===== src/fsc_pkg.sv =====
`default_nettype none
package fsc_pkg;

  localparam int unsigned CW = 12;          // converter and register width
  localparam int unsigned XW = 14;          // signed working width of the maps
  localparam int unsigned SPW = 9;          // signed width of an output span
  localparam int unsigned NW = 20;          // divider numerator / quotient width
  localparam int unsigned DW = 12;          // divider divisor width
  localparam int unsigned DIV_STEPS = NW;
  localparam int unsigned CIW = 3;          // register index width

  localparam logic [CW-1:0] A_STRAIGHT_RST   = 12'd3040;
  localparam logic [CW-1:0] A_BENT_RST       = 12'd2800;
  localparam logic [CW-1:0] B_STRAIGHT_RST   = 12'd3040;
  localparam logic [CW-1:0] B_BENT_RST       = 12'd2800;
  localparam logic [CW-1:0] GREEN_LEVEL_RST  = 12'd2920;
  localparam logic [CW-1:0] YELLOW_LEVEL_RST = 12'd2824;

  localparam logic [7:0] ANGLE_MAX  = 8'd180;
  localparam logic [7:0] ANGLE_NONE = 8'd255;

  // knee offset: floor(d * 65 / 100) = (d * KNEE_RECIP) >> KNEE_SHIFT for d < 4096
  localparam int unsigned KRW = 21;
  localparam logic [KRW-1:0] KNEE_RECIP = 21'd1363154;
  localparam int unsigned KNEE_SHIFT = 21;

  localparam logic signed [XW-1:0] ANGLE_MID  = 14'sd90;
  localparam logic signed [SPW-1:0] ANGLE_SPAN = 9'sd90;
  localparam logic signed [XW-1:0] PAN_LO     = -14'sd100;
  localparam logic signed [SPW-1:0] PAN_SPAN  = 9'sd200;
  localparam logic signed [SPW-1:0] GRIP_SPAN = 9'sd100;

  localparam logic [1:0] LED_GREEN  = 2'd0;
  localparam logic [1:0] LED_YELLOW = 2'd1;
  localparam logic [1:0] LED_RED    = 2'd2;

  typedef enum logic [CIW-1:0] {
    REG_A_STRAIGHT, REG_A_BENT, REG_B_STRAIGHT, REG_B_BENT,
    REG_GREEN_LEVEL, REG_YELLOW_LEVEL
  } reg_idx_t;

  typedef enum logic [1:0] {
    OP_ANGLE, OP_PAN, OP_GRIP
  } op_t;

  typedef struct packed {
    logic seed_rd;
    logic update;
    logic mean_ld;
    logic knee_ld;
    logic prep;
    logic mul;
    logic step;
    logic store;
    logic out_load;
    op_t  op;
  } dp_cmd_t;

  typedef struct packed {
    logic out_full;
  } dp_stat_t;

  typedef struct packed {
    logic [11:0]       mean_a;
    logic [11:0]       mean_b;
    logic [7:0]        bend_angle;
    logic [7:0]        servo_position;
    logic              servo_update;
    logic [1:0]        led_class;
    logic signed [7:0] pan_percent;
    logic [6:0]        grip_percent;
  } res_t;

endpackage
`default_nettype wire


===== src/fsc_if.sv =====
`default_nettype none
interface fsc_in_if;
  logic        valid;
  logic        ready;
  logic [11:0] sample_a;
  logic [11:0] sample_b;
  modport source (output valid, sample_a, sample_b, input ready);
  modport sink (input valid, sample_a, sample_b, output ready);
endinterface

interface fsc_out_if;
  logic              valid;
  logic              ready;
  logic [11:0]       mean_a;
  logic [11:0]       mean_b;
  logic [7:0]        bend_angle;
  logic [7:0]        servo_position;
  logic              servo_update;
  logic [1:0]        led_class;
  logic signed [7:0] pan_percent;
  logic [6:0]        grip_percent;
  modport source (output valid, mean_a, mean_b, bend_angle, servo_position, servo_update,
                  led_class, pan_percent, grip_percent, input ready);
  modport sink (input valid, mean_a, mean_b, bend_angle, servo_position, servo_update,
                led_class, pan_percent, grip_percent, output ready);
endinterface
`default_nettype wire


===== src/flex_sensor_conditioner_unit.sv =====
// Flex-sensor conditioner.
// Input channel in_ch carries one transaction per sensor pair (sample_a,
// sample_b); output channel out_ch carries one result transaction per input:
// moving averages, bend angle, servo command with update flag, LED class,
// pan and grip percentages. Both are valid/ready channels.
// Calibration and thresholds sit behind a write-only port (cfg_we,
// cfg_index, cfg_data); write them only while the block is idle.
// One item is in flight at a time: a new input is taken only after the
// previous result has been loaded into the output register. Processing
// runs through a single 20-step restoring divider, shared by the three
// map divisions per item (angle, pan and grip); the averages and the knee
// come from multiplication by constant reciprocals, registered in turn.
// Reset (synchronous, active high) restores the default calibration, marks
// the ring buffer unseeded and sets the last written angle to none (255);
// the first transaction after reset seeds the whole window with its samples.
// A stalled receiver holds the result in the output register; the next input
// transaction is still accepted and processed, and waits before the output
// until the held result is taken.
`default_nettype none
module flex_sensor_conditioner_unit #(
  parameter int unsigned WINDOW = 20
) (
  input  wire logic                    clk,
  input  wire logic                    rst,
  input  wire logic                    cfg_we,
  input  wire logic [fsc_pkg::CIW-1:0] cfg_index,
  input  wire logic [fsc_pkg::CW-1:0]  cfg_data,
  fsc_in_if.sink                       in_ch,
  fsc_out_if.source                    out_ch
);

  fsc_pkg::dp_cmd_t  cmd;
  fsc_pkg::dp_stat_t stat;
  fsc_pkg::res_t     res;

  // sequencer: accept, update the ring, averages and knee, three divisions, hand over
  fsc_ctrl u_ctrl (
    .clk      (clk),
    .rst      (rst),
    .in_valid (in_ch.valid),
    .in_ready (in_ch.ready),
    .stat     (stat),
    .cmd      (cmd)
  );

  // ring buffer, sums, shared divider, maps and the output register
  fsc_dp #(.WINDOW(WINDOW)) u_dp (
    .clk       (clk),
    .rst       (rst),
    .cfg_we    (cfg_we),
    .cfg_index (cfg_index),
    .cfg_data  (cfg_data),
    .sample_a  (in_ch.sample_a),
    .sample_b  (in_ch.sample_b),
    .cmd       (cmd),
    .stat      (stat),
    .out_ready (out_ch.ready),
    .out_valid (out_ch.valid),
    .res       (res)
  );

  assign out_ch.mean_a         = res.mean_a;
  assign out_ch.mean_b         = res.mean_b;
  assign out_ch.bend_angle     = res.bend_angle;
  assign out_ch.servo_position = res.servo_position;
  assign out_ch.servo_update   = res.servo_update;
  assign out_ch.led_class      = res.led_class;
  assign out_ch.pan_percent    = res.pan_percent;
  assign out_ch.grip_percent   = res.grip_percent;

`ifndef ASSERT_OFF
  // one item in flight: after an accepted input, hold off the next
  a_one_in_flight: assert property (@(posedge clk) disable iff (rst)
    (in_ch.valid && in_ch.ready) |=> !in_ch.ready)
    else $error("input accepted while an item is in flight");

  a_angle_range: assert property (@(posedge clk) disable iff (rst)
    out_ch.valid |-> (out_ch.bend_angle <= fsc_pkg::ANGLE_MAX))
    else $error("bend angle beyond full bend");

  a_servo_inverse: assert property (@(posedge clk) disable iff (rst)
    out_ch.valid |-> (out_ch.servo_position == fsc_pkg::ANGLE_MAX - out_ch.bend_angle))
    else $error("servo command does not mirror the bend angle");

  a_led_code: assert property (@(posedge clk) disable iff (rst)
    out_ch.valid |-> (out_ch.led_class == fsc_pkg::LED_GREEN ||
                      out_ch.led_class == fsc_pkg::LED_YELLOW ||
                      out_ch.led_class == fsc_pkg::LED_RED))
    else $error("LED class code out of range");
`endif

endmodule
`default_nettype wire


===== src/fsc_ctrl.sv =====
`default_nettype none
module fsc_ctrl (
  input  wire logic              clk,
  input  wire logic              rst,
  input  wire logic              in_valid,
  output logic                   in_ready,
  input  wire fsc_pkg::dp_stat_t stat,
  output fsc_pkg::dp_cmd_t       cmd
);

  localparam int unsigned CNTW = $clog2(fsc_pkg::DIV_STEPS);

  typedef enum logic [3:0] {
    S_IDLE, S_UPDATE, S_MEAN, S_KNEE, S_PREP, S_MUL, S_DIV, S_STORE, S_OUT
  } state_t;

  state_t          state;
  fsc_pkg::op_t    op;
  logic [CNTW-1:0] cnt;

  assign in_ready = (state == S_IDLE);

  always_comb begin
    cmd.seed_rd  = (state == S_IDLE) && in_valid;
    cmd.update   = (state == S_UPDATE);
    cmd.mean_ld  = (state == S_MEAN);
    cmd.knee_ld  = (state == S_KNEE);
    cmd.prep     = (state == S_PREP);
    cmd.mul      = (state == S_MUL);
    cmd.step     = (state == S_DIV);
    cmd.store    = (state == S_STORE);
    cmd.out_load = (state == S_OUT) && !stat.out_full;
    cmd.op       = op;
  end

  always_ff @(posedge clk) begin
    if (rst) begin
      state <= S_IDLE;
      op    <= fsc_pkg::OP_ANGLE;
      cnt   <= '0;
    end else begin
      case (state)
        S_IDLE: begin
          if (in_valid) state <= S_UPDATE;
        end
        S_UPDATE: begin
          op    <= fsc_pkg::OP_ANGLE;
          state <= S_MEAN;
        end
        S_MEAN: state <= S_KNEE;
        S_KNEE: state <= S_PREP;
        S_PREP: state <= S_MUL;
        S_MUL: begin
          cnt   <= '0;
          state <= S_DIV;
        end
        S_DIV: begin
          if (cnt == CNTW'(fsc_pkg::DIV_STEPS - 1)) state <= S_STORE;
          else cnt <= cnt + 1'b1;
        end
        S_STORE: begin
          case (op)
            fsc_pkg::OP_ANGLE: op <= fsc_pkg::OP_PAN;
            fsc_pkg::OP_PAN:   op <= fsc_pkg::OP_GRIP;
            default:           op <= fsc_pkg::OP_ANGLE;
          endcase
          state <= (op == fsc_pkg::OP_GRIP) ? S_OUT : S_PREP;
        end
        S_OUT: begin
          if (!stat.out_full) state <= S_IDLE;
        end
        default: state <= S_IDLE;
      endcase
    end
  end

endmodule
`default_nettype wire


===== src/fsc_dp.sv =====
`default_nettype none
module fsc_dp #(
  parameter int unsigned WINDOW = 20
) (
  input  wire logic                          clk,
  input  wire logic                          rst,
  input  wire logic                          cfg_we,
  input  wire logic [fsc_pkg::CIW-1:0]       cfg_index,
  input  wire logic [fsc_pkg::CW-1:0]        cfg_data,
  input  wire logic [11:0]                   sample_a,
  input  wire logic [11:0]                   sample_b,
  input  wire fsc_pkg::dp_cmd_t              cmd,
  output fsc_pkg::dp_stat_t                  stat,
  input  wire logic                          out_ready,
  output logic                               out_valid,
  output fsc_pkg::res_t                      res
);

  localparam int unsigned PW = (WINDOW > 1) ? $clog2(WINDOW) : 1;
  localparam int unsigned SW = 12 + $clog2(WINDOW + 1);
  localparam int unsigned XW = fsc_pkg::XW;
  localparam int unsigned NW = fsc_pkg::NW;
  localparam int unsigned DW = fsc_pkg::DW;
  localparam int unsigned SPW = fsc_pkg::SPW;
  localparam int unsigned PRW = XW + SPW;
  localparam int unsigned CW = fsc_pkg::CW;
  // sum / WINDOW as (sum * RM) >> RK, exact for every sum below 2^SW
  localparam int unsigned LW = $clog2(WINDOW);
  localparam int unsigned RK = SW + LW;
  localparam int unsigned RMW = RK + 1;
  localparam logic [RMW-1:0] RM =
    RMW'(((64'd1 << RK) + 64'(WINDOW) - 64'd1) / 64'(WINDOW));
  localparam int unsigned PMW = SW + RMW;
  localparam int unsigned KPW = CW + fsc_pkg::KRW;

  // configuration
  logic [11:0] a_straight, a_bent, b_straight, b_bent, green_level, yellow_level;

  always_ff @(posedge clk) begin
    if (rst) begin
      a_straight   <= fsc_pkg::A_STRAIGHT_RST;
      a_bent       <= fsc_pkg::A_BENT_RST;
      b_straight   <= fsc_pkg::B_STRAIGHT_RST;
      b_bent       <= fsc_pkg::B_BENT_RST;
      green_level  <= fsc_pkg::GREEN_LEVEL_RST;
      yellow_level <= fsc_pkg::YELLOW_LEVEL_RST;
    end else if (cfg_we) begin
      case (cfg_index)
        fsc_pkg::REG_A_STRAIGHT:   a_straight   <= cfg_data;
        fsc_pkg::REG_A_BENT:       a_bent       <= cfg_data;
        fsc_pkg::REG_B_STRAIGHT:   b_straight   <= cfg_data;
        fsc_pkg::REG_B_BENT:       b_bent       <= cfg_data;
        fsc_pkg::REG_GREEN_LEVEL:  green_level  <= cfg_data;
        fsc_pkg::REG_YELLOW_LEVEL: yellow_level <= cfg_data;
        default: ;
      endcase
    end
  end

  // ring buffer: entries not yet written since seeding read as the seed pair
  logic [23:0]   ring [WINDOW];
  logic [23:0]   rdata;
  logic [11:0]   sa, sb, seed_a, seed_b, old_a, old_b;
  logic [SW-1:0] sum_a, sum_b;
  logic [PW-1:0] pos;
  logic          seeded, full;

  assign old_a = full ? rdata[23:12] : seed_a;
  assign old_b = full ? rdata[11:0]  : seed_b;

  always_ff @(posedge clk) begin
    if (cmd.seed_rd) rdata <= ring[pos];
    if (cmd.update)  ring[pos] <= {sa, sb};
  end

  always_ff @(posedge clk) begin
    if (rst) begin
      seeded <= 1'b0;
      full   <= 1'b0;
      pos    <= '0;
      sum_a  <= '0;
      sum_b  <= '0;
    end else if (cmd.seed_rd) begin
      sa <= sample_a;
      sb <= sample_b;
      if (!seeded) begin
        seeded <= 1'b1;
        seed_a <= sample_a;
        seed_b <= sample_b;
        sum_a  <= SW'(sample_a) * SW'(WINDOW);
        sum_b  <= SW'(sample_b) * SW'(WINDOW);
      end
    end else if (cmd.update) begin
      sum_a <= sum_a - SW'(old_a) + SW'(sa);
      sum_b <= sum_b - SW'(old_b) + SW'(sb);
      if (pos == PW'(WINDOW - 1)) begin
        pos  <= '0;
        full <= 1'b1;
      end else begin
        pos <= pos + 1'b1;
      end
    end
  end

  // averages and knee: multiply by scaled reciprocals of the constant divisors
  logic [11:0]           ma, mb;
  logic signed [XW-1:0]  knee;
  logic [PMW-1:0]        mprod_a, mprod_b;
  logic signed [XW-1:0]  as_s, ab_s, kd, kd_mag;
  logic [KPW-1:0]        kprod;
  logic [11:0]           kq;
  logic                  kneg;

  assign as_s = XW'(signed'({1'b0, a_straight}));
  assign ab_s = XW'(signed'({1'b0, a_bent}));

  assign mprod_a = PMW'(sum_a) * PMW'(RM);
  assign mprod_b = PMW'(sum_b) * PMW'(RM);
  assign kd      = as_s - ab_s;
  assign kd_mag  = kd[XW-1] ? -kd : kd;
  assign kprod   = KPW'(kd_mag[CW-1:0]) * KPW'(fsc_pkg::KNEE_RECIP);

  always_ff @(posedge clk) begin
    if (cmd.mean_ld) begin
      ma   <= mprod_a[RK +: 12];
      mb   <= mprod_b[RK +: 12];
      kq   <= kprod[fsc_pkg::KNEE_SHIFT +: 12];
      kneg <= kd[XW-1];
    end
    if (cmd.knee_ld) begin
      knee <= kneg ? as_s + signed'({2'b00, kq}) : as_s - signed'({2'b00, kq});
    end
  end

  // operand preparation: clamp, offset, span and divisor
  logic signed [XW-1:0]  x, lo, hi, olo, mn, mx, xc;
  logic signed [SPW-1:0] span;
  logic signed [XW-1:0]  t_r, den_r, olo_r;
  logic signed [SPW-1:0] span_r;
  logic                  zero_r;

  always_comb begin
    x    = XW'(signed'({1'b0, ma}));
    lo   = as_s;
    hi   = ab_s;
    olo  = '0;
    span = fsc_pkg::PAN_SPAN;
    case (cmd.op)
      fsc_pkg::OP_ANGLE: begin
        span = fsc_pkg::ANGLE_SPAN;
        if (x >= knee) begin
          lo = as_s;
          hi = knee;
        end else begin
          lo  = knee;
          hi  = ab_s;
          olo = fsc_pkg::ANGLE_MID;
        end
      end
      fsc_pkg::OP_PAN: olo = fsc_pkg::PAN_LO;
      fsc_pkg::OP_GRIP: begin
        x    = XW'(signed'({1'b0, mb}));
        lo   = XW'(signed'({1'b0, b_straight}));
        hi   = XW'(signed'({1'b0, b_bent}));
        span = fsc_pkg::GRIP_SPAN;
      end
      default: ;
    endcase
    mn = (lo < hi) ? lo : hi;
    mx = (lo < hi) ? hi : lo;
    xc = (x < mn) ? mn : ((x > mx) ? mx : x);
  end

  always_ff @(posedge clk) begin
    if (cmd.prep) begin
      t_r    <= xc - lo;
      span_r <= span;
      den_r  <= hi - lo;
      olo_r  <= olo;
      zero_r <= (hi == lo);
    end
  end

  // multiply, then shared restoring divider on magnitudes
  logic signed [PRW-1:0] prod;
  logic [PRW-1:0]        prod_mag;
  logic [XW-1:0]         den_mag;
  logic [NW-1:0]         num;
  logic [DW-1:0]         den, rem;
  logic [DW:0]           shifted;
  logic                  neg;

  assign prod     = t_r * span_r;
  assign prod_mag = prod[PRW-1] ? PRW'(-prod) : PRW'(prod);
  assign den_mag  = den_r[XW-1] ? XW'(-den_r) : XW'(den_r);
  assign shifted  = {rem, num[NW-1]};

  always_ff @(posedge clk) begin
    if (cmd.mul) begin
      rem <= '0;
      den <= den_mag[DW-1:0];
      num <= prod_mag[NW-1:0];
      neg <= prod[PRW-1] ^ den_r[XW-1];
    end else if (cmd.step) begin
      if (shifted >= {1'b0, den}) begin
        rem <= DW'(shifted - {1'b0, den});
        num <= {num[NW-2:0], 1'b1};
      end else begin
        rem <= shifted[DW-1:0];
        num <= {num[NW-2:0], 1'b0};
      end
    end
  end

  // result assembly
  logic signed [XW-1:0] q_s, mres;
  logic [7:0]           angle, last_angle;
  logic signed [7:0]    pan;
  logic [6:0]           grip;
  logic [1:0]           led;

  assign q_s  = neg ? -signed'(num[XW-1:0]) : signed'(num[XW-1:0]);
  assign mres = zero_r ? olo_r : q_s + olo_r;

  always_ff @(posedge clk) begin
    if (cmd.store) begin
      case (cmd.op)
        fsc_pkg::OP_ANGLE: angle <= mres[7:0];
        fsc_pkg::OP_PAN:   pan   <= mres[7:0];
        default:           grip  <= mres[6:0];
      endcase
    end
  end

  always_comb begin
    if (ma >= green_level) led = fsc_pkg::LED_GREEN;
    else if (ma >= yellow_level) led = fsc_pkg::LED_YELLOW;
    else led = fsc_pkg::LED_RED;
  end

  always_ff @(posedge clk) begin
    if (rst) begin
      out_valid  <= 1'b0;
      last_angle <= fsc_pkg::ANGLE_NONE;
    end else if (cmd.out_load) begin
      out_valid          <= 1'b1;
      last_angle         <= angle;
      res.mean_a         <= ma;
      res.mean_b         <= mb;
      res.bend_angle     <= angle;
      res.servo_position <= fsc_pkg::ANGLE_MAX - angle;
      res.servo_update   <= (angle != last_angle);
      res.led_class      <= led;
      res.pan_percent    <= pan;
      res.grip_percent   <= grip;
    end else if (out_ready) begin
      out_valid <= 1'b0;
    end
  end

  assign stat.out_full = out_valid;

endmodule
`default_nettype wire


===== src/flat_wrapper.sv =====
// flat-port wrapper written by rule: the top's interface ports become plain ports
module flex_sensor_conditioner_unit_flat 
#(
  parameter int unsigned WINDOW = 20
)
  (clk, rst, cfg_we, cfg_index, cfg_data, in_ch_valid, in_ch_sample_a, in_ch_sample_b, in_ch_ready, out_ch_valid, out_ch_mean_a, out_ch_mean_b, out_ch_bend_angle, out_ch_servo_position, out_ch_servo_update, out_ch_led_class, out_ch_pan_percent, out_ch_grip_percent, out_ch_ready);
  fsc_in_if in_ch_i ();
  fsc_out_if out_ch_i ();
  input  wire logic clk;
  input  wire logic rst;
  input  wire logic cfg_we;
  input  wire logic [fsc_pkg::CIW-1:0] cfg_index;
  input  wire logic [fsc_pkg::CW-1:0] cfg_data;
  input wire logic [$bits(in_ch_i.valid)-1:0] in_ch_valid;
  input wire logic [$bits(in_ch_i.sample_a)-1:0] in_ch_sample_a;
  input wire logic [$bits(in_ch_i.sample_b)-1:0] in_ch_sample_b;
  output wire logic [$bits(in_ch_i.ready)-1:0] in_ch_ready;
  output wire logic [$bits(out_ch_i.valid)-1:0] out_ch_valid;
  output wire logic [$bits(out_ch_i.mean_a)-1:0] out_ch_mean_a;
  output wire logic [$bits(out_ch_i.mean_b)-1:0] out_ch_mean_b;
  output wire logic [$bits(out_ch_i.bend_angle)-1:0] out_ch_bend_angle;
  output wire logic [$bits(out_ch_i.servo_position)-1:0] out_ch_servo_position;
  output wire logic [$bits(out_ch_i.servo_update)-1:0] out_ch_servo_update;
  output wire logic [$bits(out_ch_i.led_class)-1:0] out_ch_led_class;
  output wire logic [$bits(out_ch_i.pan_percent)-1:0] out_ch_pan_percent;
  output wire logic [$bits(out_ch_i.grip_percent)-1:0] out_ch_grip_percent;
  input wire logic [$bits(out_ch_i.ready)-1:0] out_ch_ready;
  assign in_ch_i.valid = in_ch_valid;
  assign in_ch_i.sample_a = in_ch_sample_a;
  assign in_ch_i.sample_b = in_ch_sample_b;
  assign in_ch_ready = in_ch_i.ready;
  assign out_ch_valid = out_ch_i.valid;
  assign out_ch_mean_a = out_ch_i.mean_a;
  assign out_ch_mean_b = out_ch_i.mean_b;
  assign out_ch_bend_angle = out_ch_i.bend_angle;
  assign out_ch_servo_position = out_ch_i.servo_position;
  assign out_ch_servo_update = out_ch_i.servo_update;
  assign out_ch_led_class = out_ch_i.led_class;
  assign out_ch_pan_percent = out_ch_i.pan_percent;
  assign out_ch_grip_percent = out_ch_i.grip_percent;
  assign out_ch_i.ready = out_ch_ready;
  flex_sensor_conditioner_unit #(.WINDOW(WINDOW)) u_core (.clk(clk), .rst(rst), .cfg_we(cfg_we), .cfg_index(cfg_index), .cfg_data(cfg_data), .in_ch(in_ch_i), .out_ch(out_ch_i));
endmodule

===== config.mk =====
export PLATFORM = sky130hd
export DESIGN_NAME = flex_sensor_conditioner_unit_flat
export DESIGN_NICKNAME = d
export VERILOG_FILES = /design/src/fsc_pkg.sv /design/src/fsc_if.sv /design/src/flex_sensor_conditioner_unit.sv /design/src/fsc_ctrl.sv /design/src/fsc_dp.sv /design/src/flat_wrapper.sv
export SDC_FILE = /design/constraint.sdc
export NUM_CORES = 2
export LEC_CHECK = 0
export BUFFER_PORTS_ARGS = -buffer_cell sky130_fd_sc_hd__buf_2
export CAP_MARGIN = 15
export CORE_AREA = 3 3 364 366
export DETAILED_ROUTE_END_ITERATION = 12
export DIE_AREA = 0 0 367 369
export GPL_TIMING_DRIVEN = 1
export HOLD_SLACK_MARGIN = 0.05
export PLACE_DENSITY = 0.62
export SYNTH_ARGS = -nofsm -noshare
export SYNTH_HDL_FRONTEND = slang
export SYNTH_SLANG_ARGS = --single-unit
export TNS_END_PERCENT = 20

===== constraint.sdc =====
create_clock -name clk -period 11.09 [get_ports clk]
set_input_delay 0.5545 -clock clk [delete_from_list [all_inputs] [get_ports clk]]
set_output_delay 0.5545 -clock clk [all_outputs]
set_load 0.02 [all_outputs]

# [After elaboration in Yosys (flattened, before gate mapping)]
# Memories as Yosys holds them, arrays and structs flattened. A register that Yosys moved wholly into a read port is not among the register bits.
# Cells that the tools add are included.
[word_totals] word_cells=179 reg_bits=403 output_inout_bits=60 input_bits=44 ramBits=480 memories=1
[classes] reduce_logical=28 add_sub_neg=18 eq_ne=24 mux=45 n_lt_le_gt_ge=7 n_bitwise=5 n_mul=6
[mem_list] memory="u_core.u_dp.ring" depth=20 width=24 rd=1 rd_clocked_by_memory_dff=1 write_ports=1 line_no="fsc_dp.sv:61" source="logic [23:0] ring [WINDOW];"
[op_table] op="$mux 17" count=6
[op_table] op="$mux 14" count=7
[op_table] op="$mux 12" count=6
[op_table] op="$mul 17x16->32 const B" count=2
[op_table] op="$mux 20" count=3
[op_table] op="$pmux 14 s2" count=2
[op_table] op="$pmux 4 s9" count=1
[op_table] op="$add 17x12->17" count=2
[op_table] op="$sub 17x12->17" count=2
[op_table] op="$mul 12x20->32 const B" count=1
[op_table] op="$pmux 8 s2" count=2
[op_table] op="$mul 12x3->15 const B" count=2
[op_table] op="$lt 14x14->1" count=2
[op_table] op="$reduce_and 2->1" count=14
[op_table] op="$sub 14x14->14" count=2
[op_table] op="$sub 12x12->13" count=2
[op_table] op="$ge 12x12->1" count=2
[op_table] op="$neg 12->12" count=2
[op_table] op="$mul 14x9->23" count=1
[op_table] op="$neg 20->20" count=1
[op_table] op="$eq 4x3->1 const B" count=4
[op_table] op="$mux 4" count=4
[op_table] op="$mux 8" count=2
[op_table] op="$eq 14x14->1" count=1
[op_table] op="other kinds (36)" count=60

# [Longest topological paths before layout]
[logic_depth] word_depth=9 depth_mapped=47 depth_no_buf=44

# [Hierarchy]
# A second synthesis with hierarchy kept.
[hier_totals] hier_cells=4872 hier_area_um2=58548.7
[by_module_without_submodules] mod="fsc_dp" cells_per_inst=4795 seq_area_each_um2=25234.2 n_inst=1 area_per_inst_um2=57885.5
[by_module_without_submodules] mod="fsc_ctrl" cells_per_inst=77 seq_area_each_um2=220.2 n_inst=1 area_per_inst_um2=663.1

# [Worst setup path after synthesis]
# Ideal clock, no wire load.
[synth_timing] path_kind="register to register" from="register u_core.u_dp.ma[9]" to="register u_core.u_dp.t_r[11] (data pin)" required_ns=10.828 stages_incl_launch_ff=43 setup_ns=0.262 path_buffers=6 period_less_slack_ns=9.428 t_arrival_ns=9.166 setup_slack_ns=1.662 path_cell_list="edfxtp_1 -> ha_1 -> a21oi_2 -> o21ai_2 -> a2111oi_4 -> nor2_2 -> clkbuf_1 -> a22oi_1 -> nor2_1 -> a221oi_1 -> ha_1 -> nand3_1 -> a221oi_1 -> o211ai_1 -> or2_2 -> nor2_1 -> a21oi_1 -> nand2_1 -> [... 7 more ...] -> o21ai_0 -> a21o_1 -> a21o_1 -> o211ai_1 -> clkbuf_1 -> buf_1 -> mux2i_1 -> nor2_1 -> a21oi_1 -> ha_1 -> a21o_1 -> maj3_1 -> a41oi_1 -> a221oi_2 -> nor4_2 -> nand2b_1 -> a21oi_1 -> xor2_1"
[synth_via] elab_chain_cells=9 word_cells_on_any_way=14 classes_between="add/sub: 1; order compare: 4; mux: 9"
[synth_rtl] item="from (decl)" line_no="fsc_dp.sv:106" source="logic [11:0] ma, mb;"
[synth_rtl] item="from (signal assigned)" line_no="fsc_dp.sv:125" source="ma <= mprod_a[RK +: 12];"
[synth_rtl] item="$ge 13x14->1" line_no="fsc_dp.sv:151" source="if (x >= knee) begin"
[synth_rtl] item="$mux 14" line_no="fsc_dp.sv:151"
[synth_rtl] item="$pmux 14 s2" line_no="fsc_dp.sv:148" source="case (cmd.op)"
[synth_rtl] item="$lt 14x14->1" line_no="fsc_dp.sv:169, fsc_dp.sv:170"
[synth_rtl] item="$mux 14" line_no="fsc_dp.sv:170" source="mx = (lo < hi) ? hi : lo;"
[synth_rtl] item="$gt 14x14->1" line_no="fsc_dp.sv:171" source="xc = (x < mn) ? mn : ((x > mx) ? mx : x);"
[synth_rtl] item="$mux 14 (2 in a row)" line_no="fsc_dp.sv:171"
[synth_rtl] item="$sub 14x14->14 (*)" line_no="fsc_dp.sv:176" source="t_r <= xc - lo;"
[synth_rtl] item="to (signal assigned)" line_no="fsc_dp.sv:176"
[synth_rtl] item="to (decl)" line_no="fsc_dp.sv:138" source="logic signed [XW-1:0] t_r, den_r, olo_r;"
# Mark *: on every way between the ends. The rest lies on a longest branch, timed or not.
# A chain may end at the register's enable or synchronous reset.

# [Worst setup path in the final report]
[layout_timing] from="register u_core.u_dp.ma[7]" to="register u_core.u_dp.t_r[11] (data pin)"
# The elaborated chain is that of the path after synthesis.

==> flow_summary.toml <==
[outcome]
status = "finished clean"

[clock_network]
cts_tree = "yes"
ctsLongestPathBuffers = 3
cts_sinks = 896
cts_made_buffers = 96
cts_setup_buffers = 0
clk_pin_slew_ns = 0.06
cts_root_buf = "clkbuf_16"
htreeDepth = 3
clk_latency_ns = 0.73

[worst_setup_path]
crit_type = "reg2reg"
worst-path-max-fanout = 21
cp_data_arrival_time_ns = 10.59
start_kind = "flop"
cp_slowest_stage_delay_ns = 0.58
slowest_stage = "nor2_2"
critPathRequiredTime_ns = 11.55
setup.worst_path.end_class = "flop"

[synthesis]
ys_types = 97
yosysSeqAreaShare_pct = 43.67
muxShareOfSynthArea_pct = 6.283
avgSynthCellArea_um2 = 12.03
syn_inst = 4844
yosys.area_share.xor_xnor_pct = 3.201
synth_warnings = 0
synth_top_family_by_area = "adder cells"
synth_ff_type = "edfxtp_1"
synth-compound-area-share_pct = 8.485
ys_ff_latch = 896
synth_simple_gate_area_share_pct = 7.285
syn_nets = 5848
synth-edff-count = 751
synth-adder-area-share_pct = 25.10
netlist_area_um2 = 58290
synthArstFlopShare_pct = 0

[timing]
worst-slew-pin-transition_ns = 1.132
finalCritPeriodShare_pct = 91.36
rsz0062_at_grt = "no"
slew_headroom_pct = 23.93
fin_worst_skew_ns = 0.05445
period_minus_slack_ns = 10.13
hold_viol_final = 0
final.setup.tns_ns = 0
setup_violations = 0
timing.fmax_ghz = 0.09870
drv_slew = 0
fin_ws_ns = 0.9581

[global_route]
grt_use_total_pct = 21.13
grt_pass1_vias = 37371
overflow = 0
grt_max_degree = 97
grt_pass1_wl_um = 221000
antenna_found_initial = 11

[placed_design]
io_buffers = 103
place.gp.congestion = 0.9269
pre_cts_ws_ns = 1.105
place.detailed.hpwl_um = 104200
dp.cells = 6607

[power]
cellPowerDensity_nw_per_um2 = 275.3
vdd_ir_drop_max_v = 0.0002616
leakage_nw = 27.02

[drt]
ant_nets = 0
routed_wl_um = 141100
detail_route.wl_per_cell_um = 20.76
vias_per_cell = 5.313
drc = 0
vias = 36104
first_iter_violations = 2491
first_pass_iters = 5

[floorplanning]
dieArea_um2 = 135400
rows = 132
die_w_um = 367
coreArea_um2 = 129500
die_h_um = 369
start_util_pct = 45.02
io_pins = 104

[layout]
fillers = 11484
layout-drive-gt1-share_pct = 10.25
syn2layout_area_growth_pct = 10.20
stdcell_count = 6796
utilization_pct = 49.61
nNetsFinal = 5971

[job]
maxCapViolCount = 0

[hold_path]
hp-class = "in2reg"
## cell type report
class	count	area, um2	area share, %
Antenna cell	10	25.02	0.03896
Clock inverter	58	631.9	0.9837
Clock buffer	117	2557	3.982
Multi-Input combinational cell	3025	29410	45.79
Timing Repair Buffer	165	1023	1.593
Tap cell	1742	2180	3.393
Inverter	783	2939	4.576
Sequential cell	896	25460	39.64
## sequential cells by signal (all words and copies together) (netlist names), 13 cells and up
signal and cells:
u_core.u_dp.sum_a 17, u_core.u_dp.rdata 24, u_core.u_dp.den_r 13, u_core.u_dp.sum_b 17
u_core.u_dp.num 20, u_core.u_dp.t_r 14, u_core.u_dp.knee 14, u_core.u_dp.res 57
u_core.u_dp.ring 480
## worst paths after layout
kind	start	endpoint	slack [ns]	cells after the start
worst min-delay path	in_ch_sample_a[5]	u_core.u_dp.seed_a[5]	0.09	1
worst max-delay path	u_core.u_dp.ma[7]	u_core.u_dp.t_r[11]	0.96	38
worst min register to register	u_core.u_dp.pan[5]	u_core.u_dp.res[12]	0.40	0
worst max register to register	u_core.u_dp.ma[7]	u_core.u_dp.t_r[11]	0.96	38
## metrics by stage
step | power [mW] | area, um2 | hold WS [ns]
floorplan | 11.82 | 58290 | 0.4003
global placement | 14.42 | 60960 | 0.4040
detailed placement | 14.51 | 60960 | 0.4056
CTS | 17.91 | 64180 | 0.05028
global route | 19.58 | 64210 | 0.06701
finish | 17.68 | 64230 | 0.09198
## what timing repair did
item                       4_1_cts  5_1_grt
setup endpoints to repair        0        1
resized for setup                0        1
hold buffers                     3        0
hold endpoints to repair         6        0
## power breakdown
part           internal [mW]  switching [mW]  total [mW]
Clock                   1.84            1.39        3.23
Sequential              4.14           0.259        4.40
Combinational           4.33            5.73        10.1
## cell usage in the layout, fill, tap and decap left out, drive strengths merged, types with 145 or more instances in the layout
cell / netlist / routed
fa: 342 / 342
ha: 618 / 618
edfxtp: 751 / 751
inv: 781 / 786
nor2: 224 / 224
dfxtp: 145 / 145
xnor2: 162 / 162
buf: 24 / 162
a21oi: 218 / 218
nand2: 298 / 298
## critical path: cells and delay by family (launching register included)
family | cells | cell delay (ns)
xor gates and xnor gates | 1 | 0.14
AOI/OAI and AO/OA | 19 | 4.45
and+or+nand+nor | 13 | 3.19
adders and majority gates | 5 | 1.65
DFF | 1 | 0.47
## cells in the mapped netlist, drive strengths merged, types with 74 or more instances
| master | number | area (um2) |
|---|---|---|
| ha | 618 | 7732 |
| xnor2 | 162 | 1419 |
| fa | 342 | 6847 |
| nor2 | 224 | 843.3 |
| a21o | 74 | 555.5 |
| o21ai | 140 | 708.2 |
| mux4 | 121 | 2725 |
| a21oi | 218 | 1099 |
| edfxtp | 751 | 22550 |
| dfxtp | 145 | 2903 |
| and2 | 84 | 525.5 |
| nand2 | 298 | 1121 |
| inv | 781 | 2932 |
| clkbuf | 116 | 435.4 |
## cells by family after synthesis
logic type      after synthesis
fa+ha+maj                   965
flops                       896
xor+xnor                    213
other cells                   1
simple gates                884
mux                         210
compound gates              752
buf+inv                     923
## metal layers
metal | track usage, % | share of wire (%) | vias to the layer above
met4 | 5.419 | 2.6 | 4
li1 | - | - | 17165
met5 | 0 | 0.019 | -
met2 | 35.59 | 48 | 777
met3 | 3.359 | 4.8 | 204
met1 | 28.56 | 44 | 17954
Power figures use the tool's default switching activity.
